--- config.mk ---
export PLATFORM = sky130hd
export DESIGN_NAME = hsv_to_rgba8_convert
export DESIGN_NICKNAME = d
export VERILOG_FILES = /design/src/rtl/hsvrgb_pkg.sv /design/src/rtl/hsv_to_rgba8_convert.sv /design/src/rtl/hsvrgb_sector.sv /design/src/rtl/hsvrgb_mul.sv /design/src/rtl/hsvrgb_pack.sv
export VERILOG_INCLUDE_DIRS = /design/src /design/src/rtl
export SDC_FILE = /design/constraint.sdc
export NUM_CORES = 2
export LEC_CHECK = 0
export ABC_AREA = 1
export BUFFER_PORTS_ARGS = -buffer_cell sky130_fd_sc_hd__buf_4
export CORE_AREA = 8 8 408 410
export CTS_BUF_LIST = sky130_fd_sc_hd__clkbuf_16
export CTS_CLUSTER_DIAMETER = 150
export DETAILED_ROUTE_END_ITERATION = 16
export DIE_AREA = 0 0 416 418
export SYNTH_ARGS = -nofsm -noshare
export SYNTH_HDL_FRONTEND = slang
export SYNTH_SLANG_ARGS = --single-unit
--- constraint.sdc ---
create_clock -name clk -period 14.7 [get_ports clk]
set_input_delay 0 -clock clk [delete_from_list [all_inputs] [get_ports clk]]
set_output_delay 0 -clock clk [all_outputs]
set_load 0.005 [all_outputs]
--- src/rtl/assert_macros.svh ---
// Assertion helper macros for the HSV to RGBA8 block.
// No dependencies; included by the files that carry assertions.
`ifndef ASSERT_MACROS_SVH
`define ASSERT_MACROS_SVH

// Property must hold at every clock edge outside reset.
`define ASSERT_HOLDS(lbl, clk, rst, prop, msg) \
  lbl: assert property (@(posedge clk) disable iff (rst) prop) else $error(msg);

// Condition must never be seen outside reset.
`define ASSERT_NEVER(lbl, clk, rst, cond, msg) \
  lbl: assert property (@(posedge clk) disable iff (rst) !(cond)) else $error(msg);

`endif

--- src/rtl/hsvrgb_pkg.sv ---
// Shared types, constants and fixed-point helpers for the HSV to RGBA8 block.
// No dependencies; imported by every module of the block.
package hsvrgb_pkg;

  localparam int FRAC_BITS   = 16;
  localparam int CODE_W      = 16;
  localparam int FX_W        = FRAC_BITS + 1;        // holds 0..1.0 inclusive
  localparam int REP         = (FRAC_BITS + CODE_W - 1) / CODE_W;
  localparam int H6_W        = CODE_W + 3;           // hue * 6
  localparam int NUM_SECTORS = 6;

  typedef logic [FX_W-1:0]   fx_t;
  typedef logic [H6_W-1:0]   h6_t;
  typedef logic [CODE_W-1:0] code_t;

  localparam fx_t   FX_ONE   = {1'b1, {FRAC_BITS{1'b0}}};
  localparam h6_t   IN_MAX   = {3'b000, {CODE_W{1'b1}}};
  localparam code_t CODE_MAX = {CODE_W{1'b1}};

  typedef enum logic [2:0] {
    SEC_RY = 3'd0,
    SEC_YG = 3'd1,
    SEC_GC = 3'd2,
    SEC_CB = 3'd3,
    SEC_BM = 3'd4,
    SEC_MR = 3'd5
  } sector_e;

  typedef struct packed {
    code_t hue;
    code_t saturation;
    code_t brightness;
    code_t opacity;
  } pixel_t;

  typedef struct packed {
    logic [7:0] red;
    logic [7:0] green;
    logic [7:0] blue;
    logic [7:0] opacity_byte;
  } color_t;

  // after the sector stage
  typedef struct packed {
    sector_e sector;
    fx_t     frac;
    fx_t     sat;
    fx_t     val;
    fx_t     alpha;
  } sect_t;

  // after the first product stage
  typedef struct packed {
    sector_e sector;
    fx_t     val;
    fx_t     alpha;
    fx_t     p;
    fx_t     fs;   // f * s
    fx_t     gs;   // (1 - f) * s
  } prod_t;

  // after the second product stage
  typedef struct packed {
    sector_e sector;
    fx_t     val;
    fx_t     alpha;
    fx_t     p;
    fx_t     q;
    fx_t     t;
  } mix_t;

  // floor(code * 2^FRAC_BITS / 65535): below full scale the quotient is the
  // code repeated as a binary fraction, so this is wiring only.
  function automatic fx_t to_fix(input code_t code);
    logic [CODE_W*REP-1:0] pat;
    pat = {REP{code}};
    if (code == CODE_MAX) begin
      return FX_ONE;
    end
    return {1'b0, pat[CODE_W*REP-1 -: FRAC_BITS]};
  endfunction

  function automatic fx_t fx_mul(input fx_t a, input fx_t b);
    logic [2*FX_W-1:0] prod;
    prod = (2*FX_W)'(a) * (2*FX_W)'(b);
    return prod[FRAC_BITS +: FX_W];
  endfunction

  // floor(x * 255) as a byte, x * 255 done as x * 256 - x
  function automatic logic [7:0] to_byte(input fx_t x);
    logic [FX_W+7:0] w;
    w = {x, 8'd0} - {8'd0, x};
    return w[FRAC_BITS +: 8];
  endfunction

  function automatic h6_t sector_base(input sector_e sec);
    return h6_t'(sec) * IN_MAX;
  endfunction

endpackage

--- src/rtl/hsv_to_rgba8_convert.sv ---
// HSV plus alpha to RGBA8 pixel converter, top level.
// Depends on hsvrgb_pkg, hsvrgb_sector, hsvrgb_mul, hsvrgb_pack, assert_macros.svh.
//
//   channel  | handshake               | payload
//   ---------+-------------------------+-------------------------------------
//   pixel in | start, busy (always 0)  | pixel: hue, saturation, brightness,
//            |                         |        opacity (16-bit fractions)
//   color out| done (one-cycle strobe) | color: red, green, blue,
//            |                         |        opacity_byte (bytes)
//
// One beat per clock in, one per clock out; each start beat passes through
// the four register stages in order (sector, two multiplier stages,
// routing/byte scaling) before its result shows up with done.
// busy stays low: the pipeline never fills up, since the receiver cannot stall.
// Synchronous reset clears only the stage valid bits; data regs are not reset.
module hsv_to_rgba8_convert (
  input  logic                clk,
  input  logic                rst,
  input  logic                start,
  output logic                busy,
  input  hsvrgb_pkg::pixel_t  pixel,
  output logic                done,
  output hsvrgb_pkg::color_t  color
);
  import hsvrgb_pkg::*;
  `include "assert_macros.svh"

  logic  sect_valid;
  sect_t sect;
  logic  mix_valid;
  mix_t  mix;

  // pipeline never backs up, so every start beat is taken
  assign busy = 1'b0;

  // stage 1: sector select, in-sector fraction, code to fixed point
  hsvrgb_sector u_sector (
    .clk       (clk),
    .rst       (rst),
    .in_valid  (start),
    .pixel     (pixel),
    .out_valid (sect_valid),
    .sect      (sect)
  );

  // stages 2 and 3: p/fs/gs, then q/t (each one multiply deep)
  hsvrgb_mul u_mul (
    .clk       (clk),
    .rst       (rst),
    .in_valid  (sect_valid),
    .sect      (sect),
    .out_valid (mix_valid),
    .mix       (mix)
  );

  // stage 4: channel routing by sector and byte scaling
  hsvrgb_pack u_pack (
    .clk       (clk),
    .rst       (rst),
    .in_valid  (mix_valid),
    .mix       (mix),
    .out_valid (done),
    .color     (color)
  );

  // every accepted beat comes out as a done strobe
  `ASSERT_HOLDS(a_latency, clk, rst, (start && !busy) |-> ##4 done, "result strobe missing")
  // alpha path is independent of the color routing
  `ASSERT_HOLDS(a_alpha, clk, rst, done |-> (color.opacity_byte == to_byte(to_fix($past(pixel.opacity, 4)))), "alpha byte mismatch")
  // zero saturation must give gray whatever the sector
  `ASSERT_HOLDS(a_gray, clk, rst, (done && ($past(pixel.saturation, 4) == '0)) |-> ((color.red == color.green) && (color.green == color.blue)), "gray pixel not gray")

endmodule

--- src/rtl/hsvrgb_sector.sv ---
// First pipeline stage: hue sector, in-sector fraction, fixed-point inputs.
// Depends on hsvrgb_pkg.
module hsvrgb_sector (
  input  logic                clk,
  input  logic                rst,
  input  logic                in_valid,
  input  hsvrgb_pkg::pixel_t  pixel,
  output logic                out_valid,
  output hsvrgb_pkg::sect_t   sect
);
  import hsvrgb_pkg::*;

  h6_t     h6;
  h6_t     rem;
  sector_e sec;
  sect_t   sect_next;

  always_comb begin
    h6  = {1'b0, pixel.hue, 2'b00} + {2'b00, pixel.hue, 1'b0};
    sec = SEC_RY;
    // thresholds rise monotonically, last one passed wins; full turn clamps to magenta-red
    for (int k = 1; k < NUM_SECTORS; k++) begin
      if (h6 >= sector_base(sector_e'(3'(k)))) begin
        sec = sector_e'(3'(k));
      end
    end
    rem = h6 - sector_base(sec);
    sect_next.sector = sec;
    sect_next.frac   = to_fix(rem[CODE_W-1:0]);
    sect_next.sat    = to_fix(pixel.saturation);
    sect_next.val    = to_fix(pixel.brightness);
    sect_next.alpha  = to_fix(pixel.opacity);
  end

  always_ff @(posedge clk) begin
    if (rst) begin
      out_valid <= 1'b0;
    end else begin
      out_valid <= in_valid;
    end
    sect <= sect_next;
  end

endmodule

--- src/rtl/hsvrgb_mul.sv ---
// Two product stages: p, f*s, (1-f)*s, then q and t.
// Depends on hsvrgb_pkg.
module hsvrgb_mul (
  input  logic               clk,
  input  logic               rst,
  input  logic               in_valid,
  input  hsvrgb_pkg::sect_t  sect,
  output logic               out_valid,
  output hsvrgb_pkg::mix_t   mix
);
  import hsvrgb_pkg::*;

  logic  prod_valid;
  prod_t prod;
  prod_t prod_next;
  mix_t  mix_next;

  always_comb begin
    prod_next.sector = sect.sector;
    prod_next.val    = sect.val;
    prod_next.alpha  = sect.alpha;
    prod_next.p      = fx_mul(sect.val, FX_ONE - sect.sat);
    prod_next.fs     = fx_mul(sect.frac, sect.sat);
    prod_next.gs     = fx_mul(FX_ONE - sect.frac, sect.sat);
  end

  always_comb begin
    mix_next.sector = prod.sector;
    mix_next.val    = prod.val;
    mix_next.alpha  = prod.alpha;
    mix_next.p      = prod.p;
    mix_next.q      = fx_mul(prod.val, FX_ONE - prod.fs);
    mix_next.t      = fx_mul(prod.val, FX_ONE - prod.gs);
  end

  always_ff @(posedge clk) begin
    if (rst) begin
      prod_valid <= 1'b0;
      out_valid  <= 1'b0;
    end else begin
      prod_valid <= in_valid;
      out_valid  <= prod_valid;
    end
    prod <= prod_next;
    mix  <= mix_next;
  end

endmodule

--- src/rtl/hsvrgb_pack.sv ---
// Last stage: routes v, p, q, t to the channels and scales to bytes.
// Depends on hsvrgb_pkg.
module hsvrgb_pack (
  input  logic                clk,
  input  logic                rst,
  input  logic                in_valid,
  input  hsvrgb_pkg::mix_t    mix,
  output logic                out_valid,
  output hsvrgb_pkg::color_t  color
);
  import hsvrgb_pkg::*;

  fx_t    r;
  fx_t    g;
  fx_t    b;
  color_t color_next;

  always_comb begin
    unique case (mix.sector)
      SEC_RY: begin
        r = mix.val; g = mix.t;   b = mix.p;
      end
      SEC_YG: begin
        r = mix.q;   g = mix.val; b = mix.p;
      end
      SEC_GC: begin
        r = mix.p;   g = mix.val; b = mix.t;
      end
      SEC_CB: begin
        r = mix.p;   g = mix.q;   b = mix.val;
      end
      SEC_BM: begin
        r = mix.t;   g = mix.p;   b = mix.val;
      end
      default: begin
        r = mix.val; g = mix.p;   b = mix.q;
      end
    endcase
    color_next.red          = to_byte(r);
    color_next.green        = to_byte(g);
    color_next.blue         = to_byte(b);
    color_next.opacity_byte = to_byte(mix.alpha);
  end

  always_ff @(posedge clk) begin
    if (rst) begin
      out_valid <= 1'b0;
    end else begin
      out_valid <= in_valid;
    end
    color <= color_next;
  end

endmodule
After elaboration in Yosys (flattened, before gate mapping)
Index checks and enable logic that the tools add are counted.
{ "totals": {"wordCells": 83, "ff_bits": 283, "mem_bits_ro": 0, "n_memories": 0, "ramBits": 0, "latchBits": 0} }
{ "op_classes": {"mul": 6, "n_mux": 20, "eq_ne": 8, "n_shift": 0, "reduce_logical": 5, "div": 0, "magnitude_cmp": 5, "n_addsub": 10, "bitwise": 0} }
{ "op_table": {"columns": ["cell", "n"], "rows": [
  ["multiplier 17 x 17 -> 33 bit", 5],
  ["case mux 17 bit (3 select lines)", 3],
  ["subtractor 24 x 17 -> 24 bit", 4],
  ["2-to-1 mux 17 bit", 4],
  ["subtractor 17 bit (first input constant)", 4],
  ["== test 16 bit (second input constant)", 4],
  ["2-to-1 mux 16 bit", 4],
  ["greater-or-equal comparator 19 x 18 -> 1 bit (second input constant)", 2],
  ["adder 18 x 17 -> 19 bit", 1],
  ["greater-or-equal comparator 19 x 16 -> 1 bit (second input constant)", 1],
  ["greater-or-equal comparator 19 x 17 -> 1 bit (second input constant)", 1],
  ["greater-or-equal comparator 19 bit (second input constant)", 1],
  ["multiplier 3 x 16 -> 16 bit (second input constant)", 1],
  ["subtractor 16 bit", 1],
  ["OR reduction 2 bit", 4],
  ["== test 3 x 2 -> 1 bit (second input constant)", 2],
  ["2-to-1 mux 3 bit", 2],
  ["2-to-1 mux 1 bit", 5],
  ["2-to-1 mux 2 bit", 2],
  ["== test 3 x 1 -> 1 bit (second input constant)", 1],
  ["== test 3 bit (second input constant)", 1],
  ["logical NOT 3 bit", 1]
]} }

Depth between registers and ports, before layout
{ "logic_depth": {"word_depth": 12, "ltp_mapped": 40, "depth_no_buf": 38} }

By module
From an unflattened synthesis, not the netlist that was laid out.
{ "unflattened": {"cells_unflattened": 8878, "hier_area_um2": 63703.6} }
{ "modules_own_cells": {"columns": ["mod", "area_per_inst_um2", "seq_area_each_um2", "cells_each", "n_inst"], "rows": [
  ["hsvrgb_mul", 53558.9, 3563.4, 7119, 1],
  ["hsvrgb_pack", 5398.9, 660.6, 1050, 1],
  ["hsvrgb_sector", 4734.5, 1441.4, 707, 1],
  ["hsv_to_rgba8_convert", 11.3, 0.0, 2, 1]
]} }

Worst setup path after synthesis
OpenSTA, ideal clock, no wires.
{ "synth_path": {"path_type": "reg-to-reg", "start": "register u_sector.sect[51] (netlist name)", "end": "register u_mul.prod[16] (netlist bit)", "required_time_ps": 14628, "path_stages_with_launch": 38, "t_arrival_ps": 7390, "path_slack_ps": 7239, "n_path_buf": 2, "path_cell_list": "dfxtp_1 -> clkbuf_1 -> nor3_1 -> nand2_1 -> nor2_1 -> inv_1 -> nor2_1 -> nand4_1 -> or3_1 -> o21ai_0 -> nand2_1 -> inv_1 -> clkbuf_1 -> nand2_1 -> fa_1 -> inv_1 -> fa_1 -> inv_1 -> [... 2 more ...] -> fa_1 -> inv_1 -> fa_1 -> inv_1 -> fa_1 -> ha_1 -> a21oi_1 -> nor2_1 -> a311oi_1 -> o21ai_0 -> a21oi_1 -> o21ai_0 -> nand3_1 -> nand3_1 -> nand3_1 -> nand2_1 -> a211oi_1 -> xor2_1"} }
{ "synth_lines": {"columns": ["element", "line", "source"], "rows": [
  ["end signal, assigned", "hsvrgb_mul.sv:44", "prod <= prod_next;"],
  ["end, declared", "hsvrgb_mul.sv:14", "prod_t prod;"]
]} }

==> impl.org <==
** Clock network
- Post-cts sizing count :: 0
- After clock tree synthesis, the flow added hold-fix buffers numbering between 90 and 100.
- Clock net sink count :: approximately 280
- After clock tree synthesis, the clock-pin slew on the worst setup and hold paths is 0.06 ns.
- No sink is reached through more buffers than the 3 on the longest clock path.
- Clock tree synthesis inserted a total of 35 buffers.
- Count of buffers added by post-CTS timing repair for setup :: 0
- Clock tree from TritonCTS :: done
- At the later pin of the worst-skew pair, clock insertion delay measures 0.57 ns.
- Master cell of the clock root buffer :: clkbuf_16
- Number of H-tree branching levels :: 2

** Yosys
- Sequential fraction of the synthesis area :: about a tenth
- In the synthesized netlist, mux cells make up 0% of the area.
- Number of distinct library cell variants in the gate-level netlist after synthesis :: 65
- XOR/XNOR share of the synthesized area :: under 10%
- Number of synthesized flops with an enable pin :: 0
- During synthesis, Yosys emitted a total of 0 warnings.
- Area contributors post-synth :: fa_1 39%, ha_1 13%, inv_1 12%
- Library cell occupying the most area in the post-synthesis netlist :: fa_1
- Synth Cell Area :: roughly 57000 sq um
- Avg Cell Area, Syn :: roughly 8.0 sq um
- Compound-cell area share of the yosys netlist :: 4.881%
- The synthesized netlist devotes approximately half of its cell area to adder and majority cells.
- Share of async-settable or async-resettable flops after synthesis :: 0%
- Leading register cell type out of synthesis :: dfxtp_1
- Post-synthesis register bit count :: ~280
- Synthesized Nets :: between 8000 and 9000
- Synthesis handed over a netlist of 7155 instances.
- Simple-Gate Fraction of Synth Area :: 17.22%
- Among all cell types in the netlist, the one instantiated most often is inv_1.
- Main combinational cell family by area after synthesis :: adder cells
- In the synthesized netlist, the cells that appear most often are 1812 x inv_1, 1629 x nand2_1, 1119 x fa_1, 586 x ha_1, 539 x nor2_1.
- Top-area cell type share of the netlist area :: 39.14%

** Worst hold path
- Counting instances, the worst hold path has a depth of 6.
- In this run the most critical hold path is launched from pixel[48].
- Worst min-delay path category :: input port to flip-flop
- For hold timing, the worst endpoint is u_sector.sect[52]$_SDFF_PN0_.

** Cells and area
- Final nets :: between 8000 and 9000
- Syn-to-layout area delta :: 8.680%
- Filler cells :: 16340
- Of the cells placed in the final design, the portion with a size suffix greater than 1 is 4.432%.

** Timing
- The number of failing hold endpoints at the final stage came to 0.
- Highest attainable clock frequency :: roughly 120 MHz
- Slew at the pin closest to its max-slew limit :: 1.092 ns
- Final count of pins violating max slew :: 0
- Time the final worst path needs with I/O delays and setup :: 8.496 ns
- Final sum of negative setup slack :: 0 ns
- Setup repair after global routing missed its margin :: no
- Fraction of the cycle the final worst path needs :: 57.79%
- Worst Clk Skew :: 0.04768 ns
- Final setup violation count :: 0
- Worst hold margin :: ~0.076 ns
- Worst relative slew slack :: roughly 27%

** Drt
- The detailed router finished its first iteration with between 3000 and 4000 violations.
- The count of nets left with antenna violations once routing finished came out at 0.
- In the routed layout, each cell is associated on average with a via count of approximately 4.9.
- Number of detailed-route iterations in the first pass :: 6
- Average wire per standard cell :: 17.91 um
- Total number of vias :: approximately 46000
- DR DRC count :: 0
- Sum of routed wire length over all layers :: approximately 170000 um

** Global routing
- Global-route wire length before repair :: between 200000 and 300000 um
- Leftover overflow at the end of global routing :: 0
- Vias in the first global route :: 48170
- Met2 track demand over resource in global routing :: around a third
- Global Route met3 Usage :: 2.065%
- After global routing, the most crowded layer is met2.
- Across every metal layer, demand over resource in global routing totals about a fifth.
- Largest net degree at the start of global routing :: 46
- Grt met1 use :: roughly a quarter
- Initial antenna violation count :: 3

** Run status
- Outcome :: completed

** Floorplanning
- The region available for standard cell placement spans approximately 160000 sq um.
- For this configuration, the core starts out at a cell density of between 30% and 40%.
- 101 I/O pins were placed.
- Floorplan die area :: 173900 sq um
- Die W :: roughly 420 um
- In this run the core area contains roughly 150 standard-cell rows.
- Vertical die dimension :: between 400 and 500 um

** Worst setup path
- Crit path max-delay cell type :: dfxtp_1
- Worst Setup Path Type :: flip-flop to flip-flop
- Across all register-to-register paths, the minimum setup slack is 6.20 ns.
- On the worst path, the slowest cell contributes a delay of about 0.57 ns.
- Library cell appearing most often on the critical path :: inv_1
- STA puts the critical path data arrival time at 8.98 ns.
- The endpoint identified for the worst register-to-register timing path is u_mul.prod[16]$_DFF_P_.
- Cell count of the worst reg-to-reg path :: 35
- Data required time at the worst endpoint :: ~15 ns
- The startpoint identified for the worst register-to-register timing path is u_sector.sect[53]$_SDFF_PN0_.
- STA classifies the critical path endpoint as a flip-flop.
- Highest net fanout along the worst path :: 20
- STA classifies the critical path startpoint as a flip-flop.

** Place
- Buffers placed on the I/O ports in this run total 99.
- Routability Congestion :: between 0.9 and 1
- Detailed placement ended at an HPWL of 131000 um.

** Flow run
- The tool flagged a number of max-cap violations equal to 0.
==> how the worst max path moves through the flow <==
| stage | startpoint | endpoint | slack (ns) | cells after the start |
|---|---|---|---|---|
| 2_1_floorplan | u_sector.sect[51]$_SDFF_PN0_ | u_mul.prod[16]$_DFF_P_ | 7.24 | 37 |
| 3_3_place_gp | u_sector.sect[53]$_SDFF_PN0_ | u_mul.prod[16]$_DFF_P_ | 6.22 | 35 |
| 3_5_place_dp | u_sector.sect[53]$_SDFF_PN0_ | u_mul.prod[16]$_DFF_P_ | 6.17 | 35 |
| 4_1_cts | u_sector.sect[53]$_SDFF_PN0_ | u_mul.prod[16]$_DFF_P_ | 6.17 | 35 |
| 5_1_grt | u_sector.sect[53]$_SDFF_PN0_ | u_mul.prod[16]$_DFF_P_ | 5.34 | 35 |
| 6_report | u_sector.sect[53]$_SDFF_PN0_ | u_mul.prod[16]$_DFF_P_ | 6.20 | 35 |
==> metal layers <==
| metal | part of all wire, % | routed length [um] | vias to the layer above |
|---|---|---|---|
| met4 | 3.2 | 5282 | 2 |
| met1 | 44 | 73520 | 22920 |
| met5 | 0.0078 | 13 | - |
| li1 | - | - | 21090 |
| met2 | 46 | 77060 | 1582 |
| met3 | 6.5 | 10870 | 275 |
==> flip-flops by register name, indices dropped and copies added (netlist names) <==
signal / cells
u_pack.out_valid: 1
u_mul.mix_next: 54
u_mul.mix: 88
u_mul.prod_valid: 1
u_sector.out_valid: 1
u_sector.sect: 71
u_mul.prod: 34
u_pack.color: 32
u_mul.out_valid: 1
==> layout by cell type, fill, tap and decap left out, types with 9 or more instances in the layout <==
cell type      count
dfxtp_1          280
fa_1            1119
xnor2_1           43
nand3_1           96
a31oi_1           16
a211oi_1          10
clkbuf_16         35
a221oi_1          10
ha_1             586
buf_4            165
o221ai_1           9
a21oi_1          183
o211ai_1          21
nand2_2           31
o21ai_0          142
dlygate4sd3_1     91
or2_2             21
xor2_1           100
nand4_1           55
nor2_1           539
inv_2             10
inv_1           1815
nor4_1            16
nor3_1            35
o2111ai_1         20
clkinv_1          15
nand2_1         1629
==> critical path: cells and delay by family (launching register included) <==
| kind | cells | cell delay (ns) |
|---|---|---|
| xor gates and xnor gates | 1 | 0.17 |
| adders and majority gates | 7 | 3.33 |
| DFF | 1 | 0.57 |
| buffers and inverters | 7 | 0.82 |
| and+or+nand+nor | 13 | 2.01 |
| AOI/OAI and AO/OA | 7 | 1.53 |
==> stage by stage <==
step	setup slack (ns)	area (sq um)	cells	utilization, %
2_1_floorplan	7.239	57240	7155	-
5_1_grt	5.336	62210	9307	38.96
3_5_place_dp	6.172	60140	9153	37.67
6_report	6.204	62210	9308	38.97
3_3_place_gp	6.218	60140	9153	37.67
4_1_cts	6.172	62200	9306	38.96
==> area by class of cell <==
cell class	count	area [sq um]	area share, %
Multi-Input combinational cell	4783	43730	70.29
Inverter	1836	6894	11.08
Sequential cell	283	5669	9.113
Tap cell	2086	2610	4.196
Timing Repair Buffer	256	2150	3.455
Clock buffer	35	875.8	1.408
Clock inverter	27	279.0	0.4485
Antenna cell	2	5.005	0.008045
==> cell families after synthesis <==
kind of cell | Yosys count
AO/OA/AOI/OAI | 473
XOR/XNOR | 147
adder cells (fa/ha/maj) | 1705
buffers and inverters | 2089
flip-flops | 283
other | 1
AND/OR/NAND/NOR | 2457
Power is left out: the tool's default activity adds up to more than one toggle a clock period on the data nets, which glitch-free logic cannot reach.
